File: config.mk
export PLATFORM = sky130hd
export DESIGN_NAME = ppg_shade
export DESIGN_NICKNAME = d
export VERILOG_FILES = /design/src/rtl/ppg_pkg.sv /design/src/rtl/ppg_shade.sv
export SDC_FILE = /design/constraint.sdc
export NUM_CORES = 1
export LEC_CHECK = 0
export BUFFER_PORTS_ARGS = -buffer_cell sky130_fd_sc_hd__buf_2
export CORE_MARGIN = 5
export CORE_UTILIZATION = 60
export CTS_CLUSTER_DIAMETER = 200
export DETAILED_ROUTE_END_ITERATION = 10
export PLACE_DENSITY = 0.81
export RECOVER_POWER = 25
export SYNTH_ARGS = -nofsm -noshare
export SYNTH_HDL_FRONTEND = slang
export SYNTH_SLANG_ARGS = --single-unit
export TNS_END_PERCENT = 100
File: constraint.sdc
create_clock -name clk -period 10.02 [get_ports clk]
set_input_delay 1.002 -clock clk [delete_from_list [all_inputs] [get_ports clk]]
set_output_delay 1.002 -clock clk [all_outputs]
set_load 0.02 [all_outputs]
File: src/rtl/ppg_pkg.sv
// ----------------------------------------------------------------------------
// ppg_pkg
// shared constants, register map, types and helpers of the pattern generator
// ----------------------------------------------------------------------------
package ppg_pkg;

    localparam int FRAC_BITS = 16;
    localparam int DIM_W     = 13;
    localparam int TILE_W    = 11;
    localparam int COORD_W   = 12;
    localparam int MAX_DIM   = 4096;
    localparam int MAX_TILES = 1024;
    localparam int PROD_W    = 22;
    localparam int POS_W     = PROD_W + FRAC_BITS;
    localparam int RQ_W      = 24;
    localparam int MOD_W     = PROD_W + 1;
    localparam int BDIV_W    = POS_W + FRAC_BITS;
    localparam int COLOR_W   = 32;
    localparam int ADDR_W    = 6;
    localparam int DATA_W    = 64;
    localparam int REGIDX_W  = 3;

    localparam int COORD_LAT = 1 + POS_W;
    localparam int BRICK_LAT = 1 + MOD_W + BDIV_W;
    localparam int SHADE_LAT = 3;

    localparam logic [2:0] MODE_CHECKER = 3'd0;
    localparam logic [2:0] MODE_GRID    = 3'd1;
    localparam logic [2:0] MODE_BRICK   = 3'd2;
    localparam logic [2:0] MODE_STRIPES = 3'd3;
    localparam logic [2:0] MODE_DOTS    = 3'd4;

    localparam logic [REGIDX_W-1:0] REG_MODE    = 3'd0;
    localparam logic [REGIDX_W-1:0] REG_WIDTH   = 3'd1;
    localparam logic [REGIDX_W-1:0] REG_HEIGHT  = 3'd2;
    localparam logic [REGIDX_W-1:0] REG_TILES_X = 3'd3;
    localparam logic [REGIDX_W-1:0] REG_TILES_Y = 3'd4;
    localparam logic [REGIDX_W-1:0] REG_LINE    = 3'd5;
    localparam logic [REGIDX_W-1:0] REG_BRICK   = 3'd6;
    localparam logic [REGIDX_W-1:0] REG_COLOR   = 3'd7;

    localparam logic [15:0] HALF_CELL = 16'h8000;
    localparam logic [38:0] DOT_LIMIT = 39'(9) << (2 * FRAC_BITS);

    typedef struct packed {
        logic [2:0]         mode;
        logic [DIM_W-1:0]   w;
        logic [DIM_W-1:0]   h;
        logic [TILE_W-1:0]  tx;
        logic [TILE_W-1:0]  ty;
        logic [15:0]        lw;
        logic [RQ_W-1:0]    rq;
        logic [15:0]        off;
        logic [COLOR_W-1:0] prim_color;
        logic [COLOR_W-1:0] sec_color;
    } ppg_cfg_t;

    typedef struct packed {
        logic [POS_W-1:0] px;
        logic [POS_W-1:0] py;
    } ppg_pos_t;

    typedef struct packed {
        logic        cx0;
        logic        cy0;
        logic [15:0] lx;
        logic [15:0] ly;
        logic [15:0] bx;
    } ppg_cell_t;

    function automatic logic in_band(logic [15:0] pos, logic [15:0] lw);
        logic [16:0] sum;
        sum = {1'b0, pos} + {1'b0, lw};
        return (pos > lw) && (sum < 17'h10000);
    endfunction

endpackage

File: src/rtl/ppg_shade.sv
// ----------------------------------------------------------------------------
// ppg_shade
// pattern tests, dot distance squares and compare, color select into the
// output register
// ----------------------------------------------------------------------------
module ppg_shade
(
    input  logic                          clk,
    input  logic                          rst_n,
    input  logic                          adv,
    input  ppg_pkg::ppg_cfg_t             cfg,
    input  logic                          in_valid,
    input  ppg_pkg::ppg_cell_t            in_cell,
    output logic                          out_valid,
    output logic [ppg_pkg::COLOR_W-1:0]   out_color,
    output logic                          out_prim
);

    logic        v1_reg;
    logic        v2_reg;
    logic        v3_reg;
    logic [15:0] dx_reg;
    logic [15:0] dy_reg;
    logic        nd_prim_reg;
    logic        dots_reg;
    logic [31:0] sqx_reg;
    logic [31:0] sqy_reg;
    logic        nd_prim2_reg;
    logic        dots2_reg;
    logic [ppg_pkg::COLOR_W-1:0] color_reg;
    logic        prim_reg;

    logic [15:0] dx_next;
    logic [15:0] dy_next;
    logic        nd_prim_next;
    logic        grid_x;
    logic        grid_y;
    logic        brick_x;
    logic [31:0] d2;
    logic [38:0] d100;
    logic        prim_next;

    always_comb
    begin
        dx_next = (in_cell.lx >= ppg_pkg::HALF_CELL) ? in_cell.lx - ppg_pkg::HALF_CELL
                                                     : ppg_pkg::HALF_CELL - in_cell.lx;
        dy_next = (in_cell.ly >= ppg_pkg::HALF_CELL) ? in_cell.ly - ppg_pkg::HALF_CELL
                                                     : ppg_pkg::HALF_CELL - in_cell.ly;
        grid_x  = ppg_pkg::in_band(in_cell.lx, cfg.lw);
        grid_y  = ppg_pkg::in_band(in_cell.ly, cfg.lw);
        brick_x = ppg_pkg::in_band(in_cell.bx, cfg.lw);
        unique case (cfg.mode)
            ppg_pkg::MODE_CHECKER: nd_prim_next = !(in_cell.cx0 ^ in_cell.cy0);
            ppg_pkg::MODE_GRID:    nd_prim_next = grid_x && grid_y;
            ppg_pkg::MODE_BRICK:   nd_prim_next = (cfg.rq != '0) && brick_x && grid_y;
            ppg_pkg::MODE_STRIPES: nd_prim_next = !in_cell.cx0;
            default:               nd_prim_next = 1'b1;
        endcase
    end

    always_comb
    begin
        d2        = sqx_reg + sqy_reg;
        d100      = (39'(d2) << 6) + (39'(d2) << 5) + (39'(d2) << 2);
        prim_next = dots2_reg ? (d100 < ppg_pkg::DOT_LIMIT) : nd_prim2_reg;
    end

    always_ff @(posedge clk or negedge rst_n)
    begin
        if (!rst_n)
        begin
            v1_reg <= 1'b0;
            v2_reg <= 1'b0;
            v3_reg <= 1'b0;
        end
        else if (adv)
        begin
            v1_reg <= in_valid;
            v2_reg <= v1_reg;
            v3_reg <= v2_reg;
        end
    end

    always_ff @(posedge clk)
    begin
        if (adv)
        begin
            dx_reg       <= dx_next;
            dy_reg       <= dy_next;
            nd_prim_reg  <= nd_prim_next;
            dots_reg     <= (cfg.mode == ppg_pkg::MODE_DOTS);
            sqx_reg      <= dx_reg * dx_reg;
            sqy_reg      <= dy_reg * dy_reg;
            nd_prim2_reg <= nd_prim_reg;
            dots2_reg    <= dots_reg;
            prim_reg     <= prim_next;
            color_reg    <= prim_next ? cfg.prim_color : cfg.sec_color;
        end
    end

    assign out_valid = v3_reg;
    assign out_color = color_reg;
    assign out_prim  = prim_reg;

endmodule

==> results.py <==
metrics = {
    "drt": {
        "drt_initial_violations": 927,
        "drcViolationCount": 0,
        "vias": 18300,
        "drtAntennaViolNets": 0,
        "wire_per_inst_um": 17.0,
        "drt_first_pass_iters": 5,
        "postRouteWirelength_mm": 55.6,
        "drt-vias-per-instance": 5.59,
    },
    "placement": {
        "portBuffers": 194,
        "place_inst": 3246,
        "gp_congestion": 0.960,
        "detailedPlacementHpwl_mm": 46.6,
        "placedInstanceArea_um2": 26300,
    },
    "grt": {
        "antenna_violations_before_repair": 5,
        "overall_global_routing_resource_usage": 0.251,
        "grt_remaining_overflow": 0,
        "grt_first_pass_wirelength_mm": 92.8,
        "grt_pass1_vias": 19800,
        "maximum_number_of_pins_on_one_net_before_global_route_repair": 84,
    },
    "layout": {
        "syn2layout_area_growth_pct": 7.94,
        "layoutNonFillerInstCount": 3281,
        "finish.net_count": 3679,
        "final_layout_size_suffix_gt1_frac": 0.102,
        "final_area_um2": 26800,
        "fillerInstances": 3133,
        "largest_reg_flops": 32,
        "final_util": 0.656,
    },
    "timing": {
        "worst_pin_slew_ns": 4.33,
        "fmaxAchievable_mhz": 140,
        "finalSetupViolCount": 0,
        "maxSlewViolCount": 84,
        "grt_setup_unrepaired": "false",
        "timing.max_slew.rel_slack": -1.89,
        "timing.final.hold_violations": 0,
        "final_period_minus_worst_setup_slack_ns": 7.13,
        "clock_skew_ns": 0.00976,
        "timing.final.crit_share": 0.712,
        "fin_tns_setup_ns": 0,
    },
    "clock_tree": {
        "worst_skew_pair.late_latency_ns": 0.43,
        "cts-root-to-sink-buffers": 2,
        "htree_levels": 4,
        "clock_sink_count": 134,
        "cts.reportedPaths.clkPinSlew_ns": 0.06,
        "cts_setup_buffers": 0,
        "root_buf_cell": "clkbuf_16",
        "cts_inserted_buffers": 17,
        "postCtsResizedCells": 0,
        "cts_tree": "done",
        "cts.hold.buffers_added": 0,
    },
    "logic_synthesis": {
        "synth_simple_gate_area_share": 0.114,
        "synth.ff_latch_count": 134,
        "dominant_combinational_cell_family_by_area_after_synthesis": "adder cells",
        "postSynthNetCount": 3514,
        "synth_xor_area_frac": 0.0507,
        "async_set_reset_flop_share_out_of_synthesis": 0.0224,
        "synthesis.area_per_instance_um2": 9.68,
        "fraction_of_synthesized_area_in_multiplexers": 0.0224,
        "flip_flop_cell_with_the_highest_count_after_synthesis": "edfxtp_1",
        "yosysWarningCount": 0,
        "netlist_area_um2": 24900,
        "number_of_synthesized_flops_with_an_enable_pin": 131,
        "seq_area_frac_synth": 0.161,
        "synth_cell_types": 71,
        "post_synth_inst_count": 2568,
        "synthAdderAreaFrac": 0.467,
        "synth_compound_gate_area_share": 0.0880,
    },
    "floorplanning": {
        "ports": 259,
        "rows": 74,
        "die_ht_um": 214,
        "die_w_um": 214,
        "die_area_um2": 45600,
        "floorplan.core_area_um2": 40900,
        "floorplan.initialDensity": 0.607,
    },
    "worst_setup_path": {
        "timing.rr.start": "dy_reg[3]",
        "worst-endpoint-arrival_ns": 7.30,
        "timing.critical_path.cells": "nand2_1, fa_1, inv_1, fa_1, inv_1, fa_1, inv_1, fa_1, inv_1, fa_1, fa_1, inv_1, ha_1, a21o_1, a21o_1, a221o_1, nand2b_1, a41oi_1, a31oi_1, a211oi_1, a22oi_1, xor2_1",
        "crit_fanout": 17,
        "timing.critical_path.buf_inv": 5,
        "worst-endpoint-required_ns": 10.19,
        "cpLargestDelayFamily": "adder cells",
        "criticalPathCategory": "flop to flop",
        "crit_path_top_delay_cell": "edfxtp_1",
        "start_kind": "flop",
        "cp_capture_type": "flop",
        "worst_setup_path_startpoint": "dy_reg[3]",
        "max_stage_delay_ns": 0.85,
        "timing.critical_path.mode_cell": "fa_1",
    },
    "run_status": {
        "outcome": "complete, but fails checks",
        "violations": "max-capacitance violations, max-slew violations",
    },
    "run": {
        "drv.max_cap_violation_count": 1,
    },
    "min_path": {
        "worstHoldPathType": "primary input to asynchronous set/reset pin",
    },
}
## synthesized netlist by cell type (all sizes together) (6+ instances only)
cell type    n  area [um^2]
nor3        34          170
o21a        19          143
nand2b      17          106
inv        572         2150
xnor2       82          718
nand4       19          119
o211ai       6         45.0
nor4        22          138
a21o        50          375
nor2       141          529
clkbuf      44          165
o21bai      18          135
nor3b        7         52.6
a211oi      14          110
o21ai       53          265
a21oi       99          499
nor2b       18          113
ha         376         4700
a31oi       20          131
fa         345         6910
and2       101          632
mux2        39          548
nand3       23          115
edfxtp     131         3930
and3        17          106
nand2      150          563
or3          8         50.1
xor2        62          543
or2          9         56.3
## logic make-up after synthesis
logic type / after synthesis
and+or+nand+nor: 577
DFF: 134
xor gates and xnor gates: 144
AOI/OAI and AO/OA: 330
muxes: 40
buffers and inverters: 622
adders and majority gates: 721
## cell type report
cell class              instances  area (um^2)  share of cell area
repair buffers                195          972              0.0362
clock buffers                  19          443              0.0165
multi-input cells            1812        18500               0.688
flip-flops and latches        134         4010               0.149
well taps                     532          666              0.0248
inverters                     573         2150              0.0802
diodes                          3         7.51            0.000280
clock inverters                13          125             0.00466
## layout by cell type, fill, tap and decap left out, types with 22 or more instances in the layout
cell type,n
nor3_1,34
buf_2,189
ha_1,376
inv_1,572
nand3_1,23
xor2_1,62
and2_1,101
a21oi_1,98
edfxtp_1,131
xnor2_1,82
mux2_4,29
nor2_1,141
nor4_1,22
a21o_1,50
o21ai_0,49
nand2_1,150
fa_1,345
## final timing paths
path	to	slack [ns]	cells past startpoint
worst max register to register	sqy_reg[30]	2.89	22
worst min-delay path	v2_reg	0.37	1
max in group asynchronous	v1_reg	9.50	1
min in group clk	dots2_reg	0.42	0
worst min register to register	dots2_reg	0.42	0
worst max-delay path	sqy_reg[30]	2.89	22
## metrics by stage
stage	hold WS [ns]	worst slack (ns)
6_report	0.365	2.89
2_1_floorplan	0.400	3.69
4_1_cts	0.339	2.85
5_1_grt	0.370	2.46
3_3_place_gp	0.403	2.99
3_5_place_dp	0.406	2.88
## metal layers
metal	part of all wire	GRT usage	up-vias
met5	0	0	-
met4	0.028	0.0730	0
met1	0.40	0.316	8930
met3	0.072	0.0420	115
li1	-	-	8631
met2	0.50	0.449	670
Power is not shown: default switching activity piles up to over one toggle a cycle in this logic, so the estimate is an artifact.
