**src/rtl/ppg_pkg.sv**
```systemverilog
// ----------------------------------------------------------------------------
// ppg_pkg
// shared constants, register map, types and helpers of the pattern generator
// ----------------------------------------------------------------------------
package ppg_pkg;

    localparam int FRAC_BITS = 16;
    localparam int DIM_W     = 13;
    localparam int TILE_W    = 11;
    localparam int COORD_W   = 12;
    localparam int MAX_DIM   = 4096;
    localparam int MAX_TILES = 1024;
    localparam int PROD_W    = 22;
    localparam int POS_W     = PROD_W + FRAC_BITS;
    localparam int RQ_W      = 24;
    localparam int MOD_W     = PROD_W + 1;
    localparam int BDIV_W    = POS_W + FRAC_BITS;
    localparam int COLOR_W   = 32;
    localparam int ADDR_W    = 6;
    localparam int DATA_W    = 64;
    localparam int REGIDX_W  = 3;

    localparam int COORD_LAT = 1 + POS_W;
    localparam int BRICK_LAT = 1 + MOD_W + BDIV_W;
    localparam int SHADE_LAT = 3;

    localparam logic [2:0] MODE_CHECKER = 3'd0;
    localparam logic [2:0] MODE_GRID    = 3'd1;
    localparam logic [2:0] MODE_BRICK   = 3'd2;
    localparam logic [2:0] MODE_STRIPES = 3'd3;
    localparam logic [2:0] MODE_DOTS    = 3'd4;

    localparam logic [REGIDX_W-1:0] REG_MODE    = 3'd0;
    localparam logic [REGIDX_W-1:0] REG_WIDTH   = 3'd1;
    localparam logic [REGIDX_W-1:0] REG_HEIGHT  = 3'd2;
    localparam logic [REGIDX_W-1:0] REG_TILES_X = 3'd3;
    localparam logic [REGIDX_W-1:0] REG_TILES_Y = 3'd4;
    localparam logic [REGIDX_W-1:0] REG_LINE    = 3'd5;
    localparam logic [REGIDX_W-1:0] REG_BRICK   = 3'd6;
    localparam logic [REGIDX_W-1:0] REG_COLOR   = 3'd7;

    localparam logic [15:0] HALF_CELL = 16'h8000;
    localparam logic [38:0] DOT_LIMIT = 39'(9) << (2 * FRAC_BITS);

    typedef struct packed {
        logic [2:0]         mode;
        logic [DIM_W-1:0]   w;
        logic [DIM_W-1:0]   h;
        logic [TILE_W-1:0]  tx;
        logic [TILE_W-1:0]  ty;
        logic [15:0]        lw;
        logic [RQ_W-1:0]    rq;
        logic [15:0]        off;
        logic [COLOR_W-1:0] prim_color;
        logic [COLOR_W-1:0] sec_color;
    } ppg_cfg_t;

    typedef struct packed {
        logic [POS_W-1:0] px;
        logic [POS_W-1:0] py;
    } ppg_pos_t;

    typedef struct packed {
        logic        cx0;
        logic        cy0;
        logic [15:0] lx;
        logic [15:0] ly;
        logic [15:0] bx;
    } ppg_cell_t;

    function automatic logic in_band(logic [15:0] pos, logic [15:0] lw);
        logic [16:0] sum;
        sum = {1'b0, pos} + {1'b0, lw};
        return (pos > lw) && (sum < 17'h10000);
    endfunction

endpackage

```
**src/rtl/ppg_coord.sv**
```systemverilog
// ----------------------------------------------------------------------------
// ppg_coord
// scales the pixel by the tile count and divides by the image size,
// one quotient bit per stage, giving cell index and in-cell fraction
// ----------------------------------------------------------------------------
module ppg_coord
(
    input  logic                           clk,
    input  logic                           rst_n,
    input  logic                           adv,
    input  ppg_pkg::ppg_cfg_t              cfg,
    input  logic                           in_valid,
    input  logic [ppg_pkg::COORD_W-1:0]    x,
    input  logic [ppg_pkg::COORD_W-1:0]    y,
    output logic                           out_valid,
    output ppg_pkg::ppg_pos_t              out_pos
);

    typedef struct packed {
        logic [ppg_pkg::DIM_W-1:0] r;
        logic [ppg_pkg::POS_W-1:0] n;
    } div_t;

    logic                        vld_reg [ppg_pkg::COORD_LAT];
    logic [ppg_pkg::PROD_W-1:0]  ux_reg;
    logic [ppg_pkg::PROD_W-1:0]  uy_reg;
    div_t                        dvx_reg [ppg_pkg::POS_W];
    div_t                        dvy_reg [ppg_pkg::POS_W];
    logic [22:0]                 prod_x;
    logic [22:0]                 prod_y;
    div_t                        init_x;
    div_t                        init_y;

    function automatic div_t div_step(div_t d, logic [ppg_pkg::DIM_W-1:0] dv);
        logic [ppg_pkg::DIM_W:0] t;
        div_t                    o;
        t   = {d.r, d.n[ppg_pkg::POS_W-1]};
        o.n = {d.n[ppg_pkg::POS_W-2:0], 1'b0};
        if (t >= {1'b0, dv})
        begin
            o.r    = ppg_pkg::DIM_W'(t - {1'b0, dv});
            o.n[0] = 1'b1;
        end
        else
        begin
            o.r = t[ppg_pkg::DIM_W-1:0];
        end
        return o;
    endfunction

    assign prod_x = x * cfg.tx;
    assign prod_y = y * cfg.ty;
    assign init_x = '{r: '0, n: {ux_reg, 16'd0}};
    assign init_y = '{r: '0, n: {uy_reg, 16'd0}};

    always_ff @(posedge clk or negedge rst_n)
    begin
        if (!rst_n)
        begin
            for (int i = 0; i < ppg_pkg::COORD_LAT; i++)
                vld_reg[i] <= 1'b0;
        end
        else if (adv)
        begin
            vld_reg[0] <= in_valid;
            for (int i = 1; i < ppg_pkg::COORD_LAT; i++)
                vld_reg[i] <= vld_reg[i-1];
        end
    end

    always_ff @(posedge clk)
    begin
        if (adv)
        begin
            ux_reg     <= prod_x[ppg_pkg::PROD_W-1:0];
            uy_reg     <= prod_y[ppg_pkg::PROD_W-1:0];
            dvx_reg[0] <= div_step(init_x, cfg.w);
            dvy_reg[0] <= div_step(init_y, cfg.h);
            for (int i = 1; i < ppg_pkg::POS_W; i++)
            begin
                dvx_reg[i] <= div_step(dvx_reg[i-1], cfg.w);
                dvy_reg[i] <= div_step(dvy_reg[i-1], cfg.h);
            end
        end
    end

    assign out_valid  = vld_reg[ppg_pkg::COORD_LAT-1];
    assign out_pos.px = dvx_reg[ppg_pkg::POS_W-1].n;
    assign out_pos.py = dvy_reg[ppg_pkg::POS_W-1].n;

endmodule

```
**config.mk**
```make
export PLATFORM = sky130hd
export DESIGN_NAME = ppg_coord
export DESIGN_NICKNAME = d
export VERILOG_FILES = /design/src/rtl/ppg_pkg.sv /design/src/rtl/ppg_coord.sv
export SDC_FILE = /design/constraint.sdc
export NUM_CORES = 2
export LEC_CHECK = 0
export BUFFER_PORTS_ARGS = -buffer_cell sky130_fd_sc_hd__buf_4
export CAP_MARGIN = 30
export CORE_AREA = 2 2 623 625
export CTS_CLUSTER_SIZE = 30
export DETAILED_ROUTE_END_ITERATION = 10
export DIE_AREA = 0 0 625 627
export GPL_TIMING_DRIVEN = 0
export MAX_ROUTING_LAYER = met4
export PLACE_DENSITY_LB_ADDON = 0.15
export REMOVE_ABC_BUFFERS = 1
export SLEW_MARGIN = 25
export SYNTH_ARGS = -nofsm -noshare
export SYNTH_HDL_FRONTEND = slang
export SYNTH_SLANG_ARGS = --single-unit
```
**constraint.sdc**
```tcl
create_clock -name clk -period 2.7 [get_ports clk]
set_input_delay 0.54 -clock clk [delete_from_list [all_inputs] [get_ports clk]]
set_output_delay 0.54 -clock clk [all_outputs]
set_load 0.05 [all_outputs]
```
==> results by group <==
Routing
  • 1st-pass router iterations: 7
  • Post-route ant nets: 0
  • DR DRC count: 0
  • First DRT Iteration DRCs: 5,498
  • Routed length per instance: 19.1 um
  • Wirelength, routed: 335 mm
  • Via density: 5.35
  • Via count: 93,900

Synthesis
  • Register area share after synthesis: 0.584
  • Synthesized area: 153,000 um^2
  • Synth Area per Inst: 13.5 um^2
  • Number of synthesized flops with an enable pin: 2,950
  • Async SR Flop Fraction: 0.0130
  • Yosys reg bits: 2,989
  • Unique cell type count in the Yosys netlist: 91
  • Top_reg_cell synth: edfxtp_1
  • Synth warn: 0
  • Syn Inst Count: 11,400

Global route
  • Number of antenna violations at the first check in global routing: 6
  • Total grt overflow: 0
  • Number of global-route vias before repair: 94,200
  • Global-route wire length before repair: 515 mm
  • Largest net degree at the start of global routing: 154
  • GRT Util Overall: 0.167

Place
  • Placer Congestion: 0.854
  • Inst Count DP: 16,400
  • HPWL after DPL: 202 mm
  • Port buffer count: 152

STA
  • Headroom to the max-slew limit: 0.312
  • RSZ-0062 raised after global routing: true
  • Min Tclk post-route: 4.51 ns
  • Period utilization: 1.67
  • Final setup fails: 235
  • Clk_skew: 0.0513 ns
  • Worst setup margin: -1.81 ns
  • Count of final hold-check violations: 0
  • Least-Margin Pin Slew: 1.03 ns
  • Slew Viols, Final: 0
  • FMAX: 222 MHz

Finish
  • Final core occ: 0.478
  • Commonest non-fill, non-tap cell in the layout: edfxtp_1
  • Layout cells sized above 1: 0.224
  • Area Growth Syn to Fin: 19.9%
  • Final Non-Filler Cells: 17,500
  • Register area: 89,600 um^2
  • Most frequent cells in the layout: edfxtp_1, ha_1, a21oi_1
  • Multi-input logic area: 66,800 um^2
  • Net count reported at finish: 13,700
  • Fillers: 33,200

Hold path
  • Type of the tightest min-delay check: primary input to flip-flop

Clock network
  • Max Buffers Root-to-Sink: 4
  • CTS H-tree depth: 5
  • CTS tree: built
  • Clock sink total: 2,989
  • Clock latency on the worst-skew pair: 0.95 ns
  • CTS clk-pin slew, worst paths: 0.05 ns
  • Clk root buf: clkbuf_16
  • CTS Buf Count: 337

Status
  • Run status: finished with violations
  • Failing checks: negative setup slack

Worst setup path
  • Crit-path max FO: 10
  • Critical path type: primary input to flip-flop
  • Worst Path Required: 3.37 ns
  • Max stage delay on crit path: 0.52 ns
  • CP most frequent cell: fa_1
  • Worst Setup End Kind: flip-flop
  • CP Data Arrival Time: 5.18 ns
  • Critical-path cell list: buf_12 -> and2_4 -> fa_1 -> fa_1 -> fa_1 -> fa_1 -> inv_1 -> fa_1 -> inv_2 -> ha_4 -> a21oi_2 -> o22ai_1 -> o21a_1 -> a311o_1 -> a221o_1 -> a21oi_2 -> xnor2_2 -> buf_8
  • Critical path startpoint category: primary input
  • CP max-delay cell: fa_1

Floorplanning
  • Core Area: 385,000 um^2
  • Initial Util: 0.399
  • Row Count: 228
  • Die span in x: 625 um
  • IO Count: 276
  • Die Y-Extent: 627 um
  • Die footprint: 392,000 um^2

Power and ir drop
  • Switching share of power: 0.342
  • P_sw: 75,000 uW
  • Internal power: 144,000 uW
  • Comb power frac: 0.463
  • Leakage power: 0.0697 uW
  • Max rail drop VDD: 809 uV
  • P per Cell Area: 1190 nW/um^2
  • Clk pwr share: 0.208
  • Flop pwr share: 0.329

Run
  • Max Cap Viol: 0
==> cells in the mapped netlist, types with 15 or more instances <==
master     instances  area [um^2]
mux2_1            18          203
o311a_1           18          180
or2_2             48          300
o31a_1           135         1180
nand4_1           76          475
and4_1            41          359
mux2_2           642         7230
nor2_1           636         2390
o21a_1           239         1790
a31o_2            17          149
o221ai_1          24          210
nand2_1          561         2110
nor4_1            42          263
clkbuf_1         135          507
buf_4            100          751
inv_1            530         1990
xor2_1           222         1940
edfxtp_1        2950        88600
o21bai_1          34          255
o21ai_1           15         75.1
or3_1             38          238
a2111oi_0         34          298
buf_2             39          195
a211oi_1          89          668
nor2b_1          181         1130
o21ai_0          608         3040
a21o_1           205         1540
and2_1           193         1210
o211ai_1          47          353
o31ai_1           79          593
nor3_1           108          541
and3_1           115          719
xnor2_1          362         3170
fa_1             248         4960
o41ai_1           23          201
mux2i_1          121         1210
ha_1            1080        13500
a31oi_1           80          500
a21boi_0          80          601
nand2b_1         115          719
dfrtp_1           39          976
a21oi_1          678         3390
nand3_1          124          621
nand3b_1          16          120
==> power groups by stage <==
stage | Sequential, uW | Combinational, uW | Clock, uW
2_1_floorplan | 70500 | 61900 | 0
3_3_place_gp | 75200 | 77300 | 0
3_5_place_dp | 72800 | 79400 | 0
4_1_cts | 72100 | 92100 | 47500
5_1_grt | 73300 | 111000 | 49100
6_report | 72300 | 102000 | 45700
==> path summary, 6_finish.rpt <==
check                           startpoint               to  slack, ns  cells after the start
setup / recovery                      x[6]       ux_reg[21]      -1.81                     18
hold / removal                    cfg[131]        ux_reg[0]       0.11                      2
setup reg to reg            dvx_reg[2][37]   dvx_reg[2][91]      -0.42                     12
hold reg to reg            dvx_reg[0][239]  dvx_reg[0][291]       0.37                      0
max in group asynchronous            rst_n        out_valid       2.22                      2
min in group asynchronous            rst_n      vld_reg[38]       0.13                      2
==> area by class of cell <==
| class | count | area share |
|---|---|---|
| sequential | 2989 | 0.487 |
| timing repair inverter | 1 | 0.0000408 |
| tap | 5060 | 0.0344 |
| clock inverter | 219 | 0.0125 |
| clock buffer | 399 | 0.0474 |
| antenna | 12 | 0.000163 |
| timing repair buffer | 708 | 0.0442 |
| inverter | 531 | 0.0114 |
| multi-input combinational | 7615 | 0.363 |
==> worst max-delay path: cells and delay by family <==
kind	cells	cell delay, ns
XOR/XNOR	1	0.12
AO/OA/AOI/OAI	6	1.23
buffers and inverters	4	0.39
adder cells (fa/ha/maj)	6	2.71
AND/OR/NAND/NOR	1	0.16
==> what timing repair did <==
| item | 4_1_cts | 5_1_grt |
|---|---|---|
| setup buffers | 267 | 193 |
| hold endpoints to repair | 76 | 0 |
| pin swaps | 285 | 317 |
| hold buffers | 7 | 0 |
| endpoints found under the setup margin | 2012 | 877 |
| resized for setup | 798 | 806 |
| cloned | 46 | 22 |
==> per-layer routing <==
metal,vias to the layer above,global-route usage,share of wire
met1,46400,0.214,0.44
met3,671,0.0185,0.036
met4,0,0.0611,0.037
li1,44900,-,-
met5,-,-,0
met2,1871,0.276,0.48
==> cells by family after synthesis <==
logic type,after synthesis,share of synthesized area
adders and majority gates,1328,0.120
buffers and inverters,809,0.0227
muxes,794,0.0576
and+or+nand+nor,2341,0.0754
xor gates and xnor gates,584,0.0333
DFF,2989,0.584
AOI/OAI and AO/OA,2543,0.107
==> metrics by stage <==
step / hold slack [ns] / setup slack (ns) / power, uW / area [um^2] / TNS [ns]
2_1_floorplan: 0.244 / -2.50 / 132000 / 152000 / -900.01
3_3_place_gp: 0.400 / -27.24 / 152000 / 159000 / -
3_5_place_dp: 0.405 / -3.38 / 152000 / 161000 / -3951.53
4_1_cts: 0.0173 / -1.73 / 212000 / 179000 / -56.99
5_1_grt: 0.0720 / -1.88 / 234000 / 184000 / -89.27
6_report: 0.109 / -1.81 / 219000 / 184000 / -53.37
Power figures use the tool's default switching activity.
