File: src/rtl/ppg_pkg.sv
// ----------------------------------------------------------------------------
// ppg_pkg
// shared constants, register map, types and helpers of the pattern generator
// ----------------------------------------------------------------------------
package ppg_pkg;

    localparam int FRAC_BITS = 16;
    localparam int DIM_W     = 13;
    localparam int TILE_W    = 11;
    localparam int COORD_W   = 12;
    localparam int MAX_DIM   = 4096;
    localparam int MAX_TILES = 1024;
    localparam int PROD_W    = 22;
    localparam int POS_W     = PROD_W + FRAC_BITS;
    localparam int RQ_W      = 24;
    localparam int MOD_W     = PROD_W + 1;
    localparam int BDIV_W    = POS_W + FRAC_BITS;
    localparam int COLOR_W   = 32;
    localparam int ADDR_W    = 6;
    localparam int DATA_W    = 64;
    localparam int REGIDX_W  = 3;

    localparam int COORD_LAT = 1 + POS_W;
    localparam int BRICK_LAT = 1 + MOD_W + BDIV_W;
    localparam int SHADE_LAT = 3;

    localparam logic [2:0] MODE_CHECKER = 3'd0;
    localparam logic [2:0] MODE_GRID    = 3'd1;
    localparam logic [2:0] MODE_BRICK   = 3'd2;
    localparam logic [2:0] MODE_STRIPES = 3'd3;
    localparam logic [2:0] MODE_DOTS    = 3'd4;

    localparam logic [REGIDX_W-1:0] REG_MODE    = 3'd0;
    localparam logic [REGIDX_W-1:0] REG_WIDTH   = 3'd1;
    localparam logic [REGIDX_W-1:0] REG_HEIGHT  = 3'd2;
    localparam logic [REGIDX_W-1:0] REG_TILES_X = 3'd3;
    localparam logic [REGIDX_W-1:0] REG_TILES_Y = 3'd4;
    localparam logic [REGIDX_W-1:0] REG_LINE    = 3'd5;
    localparam logic [REGIDX_W-1:0] REG_BRICK   = 3'd6;
    localparam logic [REGIDX_W-1:0] REG_COLOR   = 3'd7;

    localparam logic [15:0] HALF_CELL = 16'h8000;
    localparam logic [38:0] DOT_LIMIT = 39'(9) << (2 * FRAC_BITS);

    typedef struct packed {
        logic [2:0]         mode;
        logic [DIM_W-1:0]   w;
        logic [DIM_W-1:0]   h;
        logic [TILE_W-1:0]  tx;
        logic [TILE_W-1:0]  ty;
        logic [15:0]        lw;
        logic [RQ_W-1:0]    rq;
        logic [15:0]        off;
        logic [COLOR_W-1:0] prim_color;
        logic [COLOR_W-1:0] sec_color;
    } ppg_cfg_t;

    typedef struct packed {
        logic [POS_W-1:0] px;
        logic [POS_W-1:0] py;
    } ppg_pos_t;

    typedef struct packed {
        logic        cx0;
        logic        cy0;
        logic [15:0] lx;
        logic [15:0] ly;
        logic [15:0] bx;
    } ppg_cell_t;

    function automatic logic in_band(logic [15:0] pos, logic [15:0] lw);
        logic [16:0] sum;
        sum = {1'b0, pos} + {1'b0, lw};
        return (pos > lw) && (sum < 17'h10000);
    endfunction

endpackage

File: src/rtl/ppg_regs.sv
// ----------------------------------------------------------------------------
// ppg_regs
// configuration register file with apb access and clamped settings
// ----------------------------------------------------------------------------
module ppg_regs
(
    input  logic                         clk,
    input  logic                         rst_n,
    input  logic                         psel,
    input  logic                         penable,
    input  logic                         pwrite,
    input  logic [ppg_pkg::ADDR_W-1:0]   paddr,
    input  logic [ppg_pkg::DATA_W-1:0]   pwdata,
    output logic [ppg_pkg::DATA_W-1:0]   prdata,
    output logic                         pready,
    output ppg_pkg::ppg_cfg_t            cfg
);

    logic [2:0]  mode_reg;
    logic [12:0] width_reg;
    logic [12:0] height_reg;
    logic [10:0] tiles_x_reg;
    logic [10:0] tiles_y_reg;
    logic [15:0] line_reg;
    logic [31:0] brick_reg;
    logic [63:0] color_reg;

    logic                              wr_en;
    logic [ppg_pkg::REGIDX_W-1:0]      wr_idx;

    assign pready = 1'b1;
    assign wr_en  = psel && penable && pwrite && pready;
    assign wr_idx = paddr[ppg_pkg::ADDR_W-1:3];

    always_ff @(posedge clk or negedge rst_n)
    begin
        if (!rst_n)
        begin
            mode_reg    <= 3'd0;
            width_reg   <= 13'd1024;
            height_reg  <= 13'd1024;
            tiles_x_reg <= 11'd8;
            tiles_y_reg <= 11'd8;
            line_reg    <= 16'd1311;
            brick_reg   <= 32'h8000_0200;
            color_reg   <= 64'hFF00_0000_FFFF_FFFF;
        end
        else if (wr_en)
        begin
            unique case (wr_idx)
                ppg_pkg::REG_MODE:    mode_reg    <= pwdata[2:0];
                ppg_pkg::REG_WIDTH:   width_reg   <= pwdata[12:0];
                ppg_pkg::REG_HEIGHT:  height_reg  <= pwdata[12:0];
                ppg_pkg::REG_TILES_X: tiles_x_reg <= pwdata[10:0];
                ppg_pkg::REG_TILES_Y: tiles_y_reg <= pwdata[10:0];
                ppg_pkg::REG_LINE:    line_reg    <= pwdata[15:0];
                ppg_pkg::REG_BRICK:   brick_reg   <= pwdata[31:0];
                ppg_pkg::REG_COLOR:   color_reg   <= pwdata;
                default:              mode_reg    <= mode_reg;
            endcase
        end
    end

    always_comb
    begin
        unique case (paddr[ppg_pkg::ADDR_W-1:3])
            ppg_pkg::REG_MODE:    prdata = {61'd0, mode_reg};
            ppg_pkg::REG_WIDTH:   prdata = {51'd0, width_reg};
            ppg_pkg::REG_HEIGHT:  prdata = {51'd0, height_reg};
            ppg_pkg::REG_TILES_X: prdata = {53'd0, tiles_x_reg};
            ppg_pkg::REG_TILES_Y: prdata = {53'd0, tiles_y_reg};
            ppg_pkg::REG_LINE:    prdata = {48'd0, line_reg};
            ppg_pkg::REG_BRICK:   prdata = {32'd0, brick_reg};
            ppg_pkg::REG_COLOR:   prdata = color_reg;
            default:              prdata = '0;
        endcase
    end

    function automatic logic [12:0] clamp_dim(logic [12:0] v);
        if (v == 13'd0)
            return 13'd1;
        else if (v > 13'(ppg_pkg::MAX_DIM))
            return 13'(ppg_pkg::MAX_DIM);
        else
            return v;
    endfunction

    function automatic logic [10:0] clamp_tiles(logic [10:0] v);
        if (v == 11'd0)
            return 11'd1;
        else if (v > 11'(ppg_pkg::MAX_TILES))
            return 11'(ppg_pkg::MAX_TILES);
        else
            return v;
    endfunction

    always_comb
    begin
        cfg.mode       = mode_reg;
        cfg.w          = clamp_dim(width_reg);
        cfg.h          = clamp_dim(height_reg);
        cfg.tx         = clamp_tiles(tiles_x_reg);
        cfg.ty         = clamp_tiles(tiles_y_reg);
        cfg.lw         = line_reg;
        cfg.rq         = {brick_reg[15:0], 8'd0};
        cfg.off        = brick_reg[31:16];
        cfg.prim_color = color_reg[31:0];
        cfg.sec_color  = color_reg[63:32];
    end

    a_color_write: assert property (@(posedge clk) disable iff (!rst_n)
        (wr_en && wr_idx == ppg_pkg::REG_COLOR) |=> cfg.prim_color == $past(pwdata[31:0]))
        else $error("primary color not taken from write");

    a_width_zero: assert property (@(posedge clk) disable iff (!rst_n)
        (wr_en && wr_idx == ppg_pkg::REG_WIDTH && pwdata[12:0] == 13'd0) |=> cfg.w == 13'd1)
        else $error("zero width not clamped");

    a_tiles_max: assert property (@(posedge clk) disable iff (!rst_n)
        (wr_en && wr_idx == ppg_pkg::REG_TILES_X && pwdata[10:0] > 11'(ppg_pkg::MAX_TILES))
        |=> cfg.tx == 11'(ppg_pkg::MAX_TILES))
        else $error("tile count not clamped");

endmodule

File: config.mk
export PLATFORM = sky130hd
export DESIGN_NAME = ppg_regs
export DESIGN_NICKNAME = d
export VERILOG_FILES = /design/src/rtl/ppg_pkg.sv /design/src/rtl/ppg_regs.sv
export SDC_FILE = /design/constraint.sdc
export NUM_CORES = 1
export LEC_CHECK = 0
export BUFFER_PORTS_ARGS = -buffer_cell sky130_fd_sc_hd__clkbuf_2
export CORE_ASPECT_RATIO = 1.1
export CORE_MARGIN = 2
export CORE_UTILIZATION = 39
export CTS_BUF_LIST = sky130_fd_sc_hd__clkbuf_16
export DETAILED_ROUTE_END_ITERATION = 8
export PLACE_DENSITY = 0.69
export SETUP_SLACK_MARGIN = 0.3
export SLEW_MARGIN = 5
export SYNTH_ARGS = -nofsm -noshare
export SYNTH_HDL_FRONTEND = slang
export SYNTH_SLANG_ARGS = --single-unit
File: constraint.sdc
create_clock -name clk -period 1.6 [get_ports clk]
set_clock_uncertainty 0.1 [all_clocks]
set_input_delay 0.32 -clock clk [delete_from_list [all_inputs] [get_ports clk]]
set_output_delay 0.32 -clock clk [all_outputs]
set_load 0.01 [all_outputs]
==> results.yml, run 1 <==
routing:
  routed_wl_um: 32500
  vias: 7246
  drtIter0Drc: 395
  vias_per_cell: 5.332
  avgRoutedWirePerCell_um: 23.92
  dr.pass1.iters: 8
  drc: 27
  antenna_left: 0
cells_and_area:
  final_util: 0.7527
  fin_nets: 1167
  largest_reg_flops: 64
  drive_gt1_frac: 0.8290
  area_delta_synth_final_pct: 89.03
status:
  violations: "DRC, setup timing"
  status: "finished, violations left"
synthesis:
  synth_mux_area_frac: 0.2855
  synthAdderAreaFrac: 0
  synth_top_family_by_area: "multiplexers"
  synthTopCellsByArea: "dfrtp_1 (35%), mux2_2 (23%), dfstp_2 (18%)"
  synth_top_area_share: 0.3468
  netlist_area_um2: 7936
  synthXorXnorAreaFrac: 0
  yosys.area.top_type: "dfrtp_1"
  syn_area_per_cell_um2: 13.64
  yosysSeqAreaShare: 0.5223
  synth_compound_area_frac: 0.05297
  synth_cell_type_count: 36
  ys_seq_elements: 163
  ys_warn_count: 0
  synth-simple-area-share: 0.09333
  syn_inst: 582
clocking:
  clkTransAtPathRegs_ns: 0.07
  ctsHtreeMaxLevel: 4
  clock_path_buffers: 2
  cts_num_sinks: 163
  cts-root-buf: "clkbuf_16"
  cts_tree: "done"
  clk_latency_ns: 0.43
  cts_buffers: 17
pwr:
  p_int_uw: 12070
  p_sw_uw: 5269
  pwr-share-clk: 0.255
  cellLeakagePower_uw: 0.007226
  p_per_area_nw_per_um2: 1156
  pwr-share-seq: 0.345
  sw_frac_of_total: 0.3039
  p_comb_frac: 0.400
  ir_drop_uv: 804.8
  total_power_uw: 17340
timing:
  worst-slew-pin-transition_ns: 0.5589
  fin_tns_setup_ns: -19.73
  finalCriticalPeriod_ns: 2.183
  max_slew_margin: 0.6266
  report.final.slew_viol_count: 0
  setup_violations: 121
  fmax_mhz: 458.0
  fin_ws_ns: -0.5835
  hold_violations: 0
  finalCritPeriodShare: 1.365
  rsz0062_at_grt: "yes"
floorplanning:
  pin_count: 311
  die_y_um: 153.6
  core_area_um2: 19930
  die_w_um: 140.0
  row_count: 54
  die-area_um2: 21510
  start_util: 0.3982
hold_path:
  hold_class: "input pin to flop"
worst_setup_path:
  startpoint_type: "flop"
  required_ns: 1.18
  crit_type: "flop to output port"
  path_max_fanout: 2
  critPathArrivalTime_ns: 1.76
  crit_path_end_kind: "output port"
grt:
  grtUsageTotal: 0.2672
  grt_pass1_wl_um: 43500
  grt_pass1_vias: 6969
  overflow: 0
  antenna_found_initial: 3
  grt_max_degree: 35
placed_design:
  io_buffers: 298
  globalplace.congestion: 0.8315
  hpwl_um: 19490
job:
  max_cap_violations: 0
==> area by class of cell <==
cell class | count | area (um^2)
repair buffers | 536 | 5142
fillers | 1113 | 4930
multi-input cells | 373 | 4750
flip-flops and latches | 163 | 4153
clock buffers | 17 | 425.4
well taps | 252 | 315.3
clock inverters | 15 | 203.9
inverters | 1 | 7.507
diodes | 2 | 5.005
==> critical path, cell delays in order (launching register included) <==
cell      delay [ns]
dfrtp_1         0.42
mux4_2          0.48
mux2_4          0.31
clkbuf_2        0.13
==> through the flow <==
step	cells	cell area [um^2]	hold slack [ns]	setup WS [ns]
after global routing	1359	15000	0.006509	-0.6345
after global placement	1191	11300	0.1484	-0.5176
final	1359	15000	0.01939	-0.5835
after CTS	1311	13690	0.008202	-0.5931
after detailed placement	1191	11300	0.1494	-0.5276
after floorplan	589	9021	-0.07559	-0.02460
==> path summary, 6_finish.rpt <==
kind | cells after the start | endpoint | start | slack, ns
min in group asynchronous | 2 | brick_reg[7] | rst_n | 0.26
max in group asynchronous | 3 | color_reg[13] | rst_n | 0.52
worst max register to register | 5 | tiles_y_reg[2] | tiles_y_reg[2] | 0.25
worst min-delay path | 2 | color_reg[47] | pwdata[47] | 0.02
worst max-delay path | 3 | prdata[0] | mode_reg[0] | -0.58
worst min register to register | 1 | line_reg[9] | line_reg[9] | 0.44
==> cell usage in the layout (no fill, tap or decap), drive strengths merged, types with 2 or more instances in the layout <==
master / synthesis / final
nor2: 17 / 17
inv: 1 / 3
clkbuf: 15 / 159
dfstp: 53 / 53
clkinvlp: 0 / 4
nor3: 4 / 4
a21oi: 6 / 6
a22o: 16 / 16
a31oi: 4 / 4
mux2: 175 / 175
clkinv: 0 / 5
diode: 0 / 2
and3: 32 / 32
dfrtp: 110 / 110
nor4: 6 / 6
a221oi: 10 / 10
nor2b: 46 / 46
nand2: 2 / 2
a32oi: 4 / 4
o211ai: 4 / 4
a22oi: 5 / 5
buf: 37 / 393
mux2i: 16 / 16
conb: 2 / 9
bufinv: 0 / 4
mux4: 6 / 6
a211o: 4 / 4
nand2b: 2 / 2
==> power by group through the flow <==
stage | clock network [uW] | registers [uW] | logic [uW]
2_1_floorplan | 0 | 6030 | 2200
3_3_place_gp | 0 | 5880 | 4440
3_5_place_dp | 0 | 5900 | 4500
4_1_cts | 4480 | 5880 | 5700
5_1_grt | 4700 | 6060 | 7250
6_report | 4410 | 5980 | 6940
==> metal layers <==
layer  share of wire  vias up  routed length (um)  global-route usage
met5         0.00040        -                  13                   0
met4           0.033        2                1087             0.08610
met3           0.063       76                2059             0.06135
met2            0.51      340               16730              0.4600
met1            0.39     3700               12620              0.3341
li1                -     3128                   -                   -
==> cell usage after synthesis <==
| master | count |
|---|---|
| nand4b_4 | 1 |
| mux2_2 | 159 |
| inv_1 | 1 |
| mux2_1 | 16 |
| a21oi_1 | 6 |
| nor2b_1 | 46 |
| nand4_4 | 1 |
| a211o_1 | 4 |
| nor2_8 | 1 |
| a22o_1 | 16 |
| clkbuf_1 | 15 |
| and2_1 | 1 |
| nor2_1 | 11 |
| buf_2 | 6 |
| conb_1 | 2 |
| a221oi_1 | 10 |
| dfrtp_1 | 110 |
| nand2_1 | 1 |
| a22oi_1 | 5 |
| a32oi_1 | 4 |
| buf_6 | 9 |
| or2_2 | 1 |
| buf_4 | 22 |
| dfstp_2 | 53 |
| and3_1 | 32 |
| o211ai_1 | 4 |
| mux2i_1 | 16 |
| nor4_1 | 6 |
| nor3_1 | 4 |
| nand2_4 | 1 |
| mux4_2 | 6 |
| nand2b_1 | 2 |
| nor2_2 | 3 |
| a31oi_1 | 4 |
| nor2_4 | 2 |
| nor3b_1 | 1 |
==> timing repair <==
action	4_1_cts	5_1_grt
cloned	13	4
hold buffers	1	0
setup endpoints to repair	390	369
resized for setup	195	324
endpoints found under the hold margin	26	0
pin swaps	36	16
buffers inserted	74	42
==> logic make-up (layout without fill, tap and decap cells) <==
| family | after synthesis | in the layout |
|---|---|---|
| AO/OA/AOI/OAI | 53 | 53 |
| multiplexers | 197 | 197 |
| other | 2 | 11 |
| AND/OR/NAND/NOR | 114 | 114 |
| buffers and inverters | 53 | 569 |
| flip-flops | 163 | 163 |
(Power assumes the default switching activity.)
==> run 2: changes to the inputs <==
--- a/config.mk
+++ b/config.mk
@@ -5,13 +5,14 @@
 export SDC_FILE = /design/constraint.sdc
 export NUM_CORES = 1
 export LEC_CHECK = 0
+export ABC_AREA = 1
 export BUFFER_PORTS_ARGS = -buffer_cell sky130_fd_sc_hd__clkbuf_2
 export CORE_ASPECT_RATIO = 1.1
 export CORE_MARGIN = 2
 export CORE_UTILIZATION = 39
 export CTS_BUF_LIST = sky130_fd_sc_hd__clkbuf_16
 export DETAILED_ROUTE_END_ITERATION = 8
-export PLACE_DENSITY = 0.69
+export PLACE_DENSITY = 0.68
 export SETUP_SLACK_MARGIN = 0.3
 export SLEW_MARGIN = 5
 export SYNTH_ARGS = -nofsm -noshare
==> results.yml, run 2 <==
floorplanning:
  die-area_um2: 22380
  pin_count: 311
  core_area_um2: 20710
  die_w_um: 142.8
  die_y_um: 156.7
  row_count: 55
  start_util: 0.3990
timing:
  hold_slack_ns: 0.01820
  finalCritPeriodShare: 1.274
  max_slew_margin: 0.6610
  report.final.slew_viol_count: 0
  fin_ws_ns: -0.4379
  worst-slew-pin-transition_ns: 0.5079
  rsz0062_at_grt: "yes"
  setup_violations: 148
  fin_tns_setup_ns: -27.11
  finalCriticalPeriod_ns: 2.038
  hold_violations: 0
  fmax_mhz: 490.7
cells_and_area:
  fin_nets: 1590
  layout_commonest_cell: "nand2_1"
  n_fill_cell: 1388
  final_area_um2: 14840
  area_delta_synth_final_pct: 79.56
  largest_reg_flops: 64
  drive_gt1_frac: 0.5726
  mostFrequentLayoutCells: "nand2_1 (196), buf_6 (148), clkbuf_2 (132)"
  final_util: 0.7165
grt:
  grt_max_degree: 46
  grt_pass1_vias: 8768
  overflow: 0
  gr-usage-met2: 0.4595
  grtUsageTotal: 0.2797
  grt_util_met1: 0.3533
  grt_pass1_wl_um: 47960
  antenna_found_initial: 1
  met3_usage: 0.04621
  top_usage_layer: "met2"
synthesis:
  ys_warn_count: 0
  syn_inst: 1052
  ys.flop_type: "dfrtp_1"
  synth_cell_type_count: 29
  ys_seq_elements: 163
  syn_area_per_cell_um2: 7.857
  async_flop_share: 1.000
  synth_top_area_share: 0.3330
  synth_most_common_cell: "nand2_1"
  synthTopCellsByArea: "dfrtp_1 (33%), dfstp_2 (17%), nand2_1 (11%)"
  ys_top_cells_by_count: "nand2_1 (233), nor2_1 (186), inv_1 (118)"
  yosysSeqAreaShare: 0.5015
  yosys.area.top_type: "dfrtp_1"
  synth_edf_count: 0
  netlist_area_um2: 8265
clocking:
  clk_latency_ns: 0.43
  cts_num_sinks: 163
  cts_buffers: 17
  ctsHtreeMaxLevel: 4
  clock_path_buffers: 2
  cts-root-buf: "clkbuf_16"
  clkTransAtPathRegs_ns: 0.07
  cts_tree: "done"
worst_setup_path:
  crit_path_end_kind: "output port"
  critPathArrivalTime_ns: 1.62
  required_ns: 1.18
  path_max_fanout: 8
  crit_type: "flop to output port"
  startpoint_type: "flop"
placed_design:
  io_buffers: 298
  hpwl_um: 21320
  globalplace.congestion: 0.8961
  placed_area_um2: 10930
pwr:
  p_per_area_nw_per_um2: 1138
  cellLeakagePower_uw: 0.007457
  total_power_uw: 16890
  ir_drop_uv: 781.0
hold_path:
  hold_class: "input pin to flop"
routing:
  vias: 9577
  avgRoutedWirePerCell_um: 19.88
  vias_per_cell: 5.274
  drc: 0
  routed_wl_um: 36100
  dr.pass1.iters: 8
  antenna_left: 0
  drtIter0Drc: 789
status:
  violations: "setup timing"
  status: "finished, violations left"
job:
  max_cap_violations: 0
[run 2: changes by cell type after synthesis, sizes merged, moves of 32 or more]
| cell | delta |
|---|---|
| and3 | -32 |
| nand4 | +37 |
| mux2 | -175 |
| nand3 | +37 |
| inv | +121 |
| a21oi | +52 |
| nand2 | +234 |
| nor2 | +172 |
| nor2b | -46 |
| o21ai | +120 |
[run 2: timing repair]
| action | CTS | global route |
|---|---|---|
| hold buffers | 11 | 0 |
| pin swaps | 88 | 54 |
| gates cloned | 18 | 3 |
| endpoints found under the hold margin | 124 | 0 |
| resized for setup | 251 | 431 |
| endpoints found under the setup margin | 291 | 297 |
| buffers inserted | 52 | 26 |
[run 2: worst max-delay path: stages (launching register included)]
cell and delay (ns):
dfstp_2 0.54, nor2_2 0.05, nand3_2 0.10, nor2_4 0.05, nor2_4 0.23, nor2_1 0.08
buf_2 0.14
[run 2: cell families after synthesis]
group,synth area share
DFF,0.5015
and+or+nand+nor,0.2564
buffers and inverters,0.1057
other,0.0009086
AOI/OAI and AO/OA,0.1355
[run 2: final timing paths]
path / from / end / slack (ns) / cells past startpoint
min in group asynchronous: rst_n / tiles_y_reg[4] / 0.21 / 2
worst max-delay path: tiles_x_reg[3] / cfg[139] / -0.44 / 6
worst max register to register: brick_reg[11] / brick_reg[11] / 0.44 / 5
max in group asynchronous: rst_n / width_reg[10] / 0.60 / 3
worst min-delay path: pwdata[24] / color_reg[24] / 0.02 / 3
worst min register to register: color_reg[18] / color_reg[18] / 0.39 / 2
[run 2: power by group]
part           switching (uW)  total, uW  internal [uW]  leakage, uW
registers                 784       5950           5160      0.00185
logic                    3360       6540           3180      0.00530
clock network            1800       4410           2610     0.000308
[run 2: metal layers]
| layer | vias to the layer above | routed length [um] |
|---|---|---|
| li1 | 4257 | - |
| met3 | 138 | 2691 |
| met4 | 0 | 1933 |
| met1 | 4615 | 13480 |
| met5 | - | 0 |
| met2 | 567 | 18000 |
[run 2: stage by stage]
| stage | cells | setup WS (ns) |
|---|---|---|
| after floorplan | 1059 | 0.1608 |
| after global placement | 1671 | -0.3132 |
| after detailed placement | 1671 | -0.3272 |
| after CTS | 1784 | -0.4578 |
| after global routing | 1814 | -0.5327 |
| final | 1816 | -0.4379 |
[run 2: layout make-up]
type	count	area [um^2]	area share
repair buffers	506	4828	0.3253
multi-input cells	705	4370	0.2945
flip-flops and latches	163	4156	0.2801
inverters	122	505.5	0.03406
clock buffers	17	425.4	0.02866
well taps	285	356.6	0.02403
clock inverters	15	191.4	0.01290
diodes	3	7.507	0.0005058
==> run 3: changes to the inputs <==
--- a/config.mk
+++ b/config.mk
@@ -14,7 +14,9 @@
 export DETAILED_ROUTE_END_ITERATION = 8
 export PLACE_DENSITY = 0.68
 export SETUP_SLACK_MARGIN = 0.3
+export SKIP_CTS_REPAIR_TIMING = 1
 export SLEW_MARGIN = 5
 export SYNTH_ARGS = -nofsm -noshare
 export SYNTH_HDL_FRONTEND = slang
 export SYNTH_SLANG_ARGS = --single-unit
+export TNS_END_PERCENT = 30
==> results.yml, run 3 (same netlist as run 2, synthesis figures left out) <==
worst_setup_path:
  path_cells: "nor2_1 > nand3_1 > nor2_4 > nor2_4 > nor2_1 > clkbuf_2"
  required_ns: 1.18
  crit_path_end_kind: "output port"
  crit_family: "simple AND/OR/NAND/NOR gates"
  crit_type: "flop to output port"
  crit_buf_inv: 1
  cp_slowest_stage_delay_ns: 0.43
  path_max_fanout: 8
  crit_slowest_cell: "dfrtp_1"
  critPathArrivalTime_ns: 1.64
  startpoint_type: "flop"
floorplanning:
  die_y_um: 156.7
  row_count: 55
  core_area_um2: 20710
  die_w_um: 142.8
  start_util: 0.3990
  pin_count: 311
  die-area_um2: 22380
routing:
  vias_per_cell: 4.933
  routed_wl_um: 28630
  avgRoutedWirePerCell_um: 16.25
  vias: 8687
  drc: 0
  drtIter0Drc: 666
  antenna_left: 0
  dr.pass1.iters: 5
timing:
  fmax_mhz: 486.1
  fin_tns_setup_ns: -20.98
  fin_ws_ns: -0.4573
  hold_violations: 2
  finalCriticalPeriod_ns: 2.057
  setup_violations: 90
  rsz0062_at_grt: "yes"
  report.final.slew_viol_count: 0
  hold_slack_ns: -0.005707
  finalCritPeriodShare: 1.286
pwr:
  pwr-share-clk: 0.268
  p_sw_uw: 5260
  p_per_area_nw_per_um2: 1185
  p_comb_frac: 0.344
  pwr-share-seq: 0.389
  sw_frac_of_total: 0.3503
  cellLeakagePower_uw: 0.006578
  p_int_uw: 9758
  ir_drop_uv: 711.8
clocking:
  ctsHtreeMaxLevel: 4
  clock_path_buffers: 2
  clk_latency_ns: 0.42
  cts_num_sinks: 163
  cts_tree: "done"
  cts-root-buf: "clkbuf_16"
  cts_buffers: 17
  clkTransAtPathRegs_ns: 0.07
cells_and_area:
  multi_input_area_um2: 3667
  n_fill_cell: 1822
  largest_reg_flops: 64
  layout_commonest_cell: "nand2_1"
  mostFrequentLayoutCells: "nand2_1 (212), buf_2 (163), nor2_1 (137)"
  final_util: 0.6118
  area_delta_synth_final_pct: 53.33
  drive_gt1_frac: 0.4878
  final_area_um2: 12670
  fin_nets: 1536
  regArea_um2: 4149
hold_path:
  hold_class: "input pin to flop"
placed_design:
  globalplace.congestion: 0.8781
  io_buffers: 298
  placed_area_um2: 10890
  hpwl_um: 20480
grt:
  grt_pass1_wl_um: 40910
  overflow: 0
  grt_max_degree: 47
  grtUsageTotal: 0.2385
  grt_pass1_vias: 7814
  antenna_found_initial: 1
job:
  max_cap_violations: 0
status:
  status: "finished, violations left"
  violations: "hold timing, setup timing"
-- run 3: power groups by stage --
stage / sequential [uW] / combinational [uW] / clock, uW
6_report: 5840 / 5160 / 4020
5_1_grt: 5930 / 5640 / 4240
4_1_cts: 5770 / 4260 / 4090
3_5_place_dp: 5830 / 4250 / 0
3_3_place_gp: 5820 / 4180 / 0
2_1_floorplan: 6050 / 1910 / 0
-- run 3: path summary, 6_finish.rpt --
path | from | end | slack [ns] | depth (start not counted)
min reg2reg | color_reg[58] | color_reg[58] | 0.37 | 2
max in group asynchronous | rst_n | color_reg[62] | 0.46 | 3
max | tiles_y_reg[6] | cfg[128] | -0.46 | 6
max reg2reg | brick_reg[31] | brick_reg[31] | 0.57 | 3
min in group asynchronous | rst_n | tiles_y_reg[10] | 0.30 | 2
min | pwdata[30] | color_reg[30] | -0.006 | 3
-- run 3: worst reg2reg max path, delay by kind of cell (launching register included) --
family / cells / cell delay (ns)
buffers and inverters: 2 / 0.16
DFF: 1 / 0.55
AOI/OAI and AO/OA: 1 / 0.16
-- run 3: area by class of cell --
type,instances,share of cell area
diodes,2,0.0003949
clock inverters,15,0.01145
well taps,285,0.02814
flip-flops and latches,163,0.3274
clock buffers,17,0.03357
repair buffers,452,0.2706
inverters,122,0.03910
multi-input cells,705,0.2894
-- run 3: layer usage --
metal,routed length [um],vias up,GRT usage
met4,895,0,0.1004
met2,13970,385,0.3830
met3,2190,58,0.06059
met1,11570,4083,0.3066
met5,0,-,0
li1,-,4161,-
-- run 3: stage by stage --
stage	total power (uW)	setup WS, ns	cells
CTS	14120	-0.5154	1707
global route	15820	-0.5675	1760
global placement	9995	-0.2897	1675
floorplan	7956	0.1608	1059
finish	15020	-0.4573	1761
detailed placement	10080	-0.3104	1675
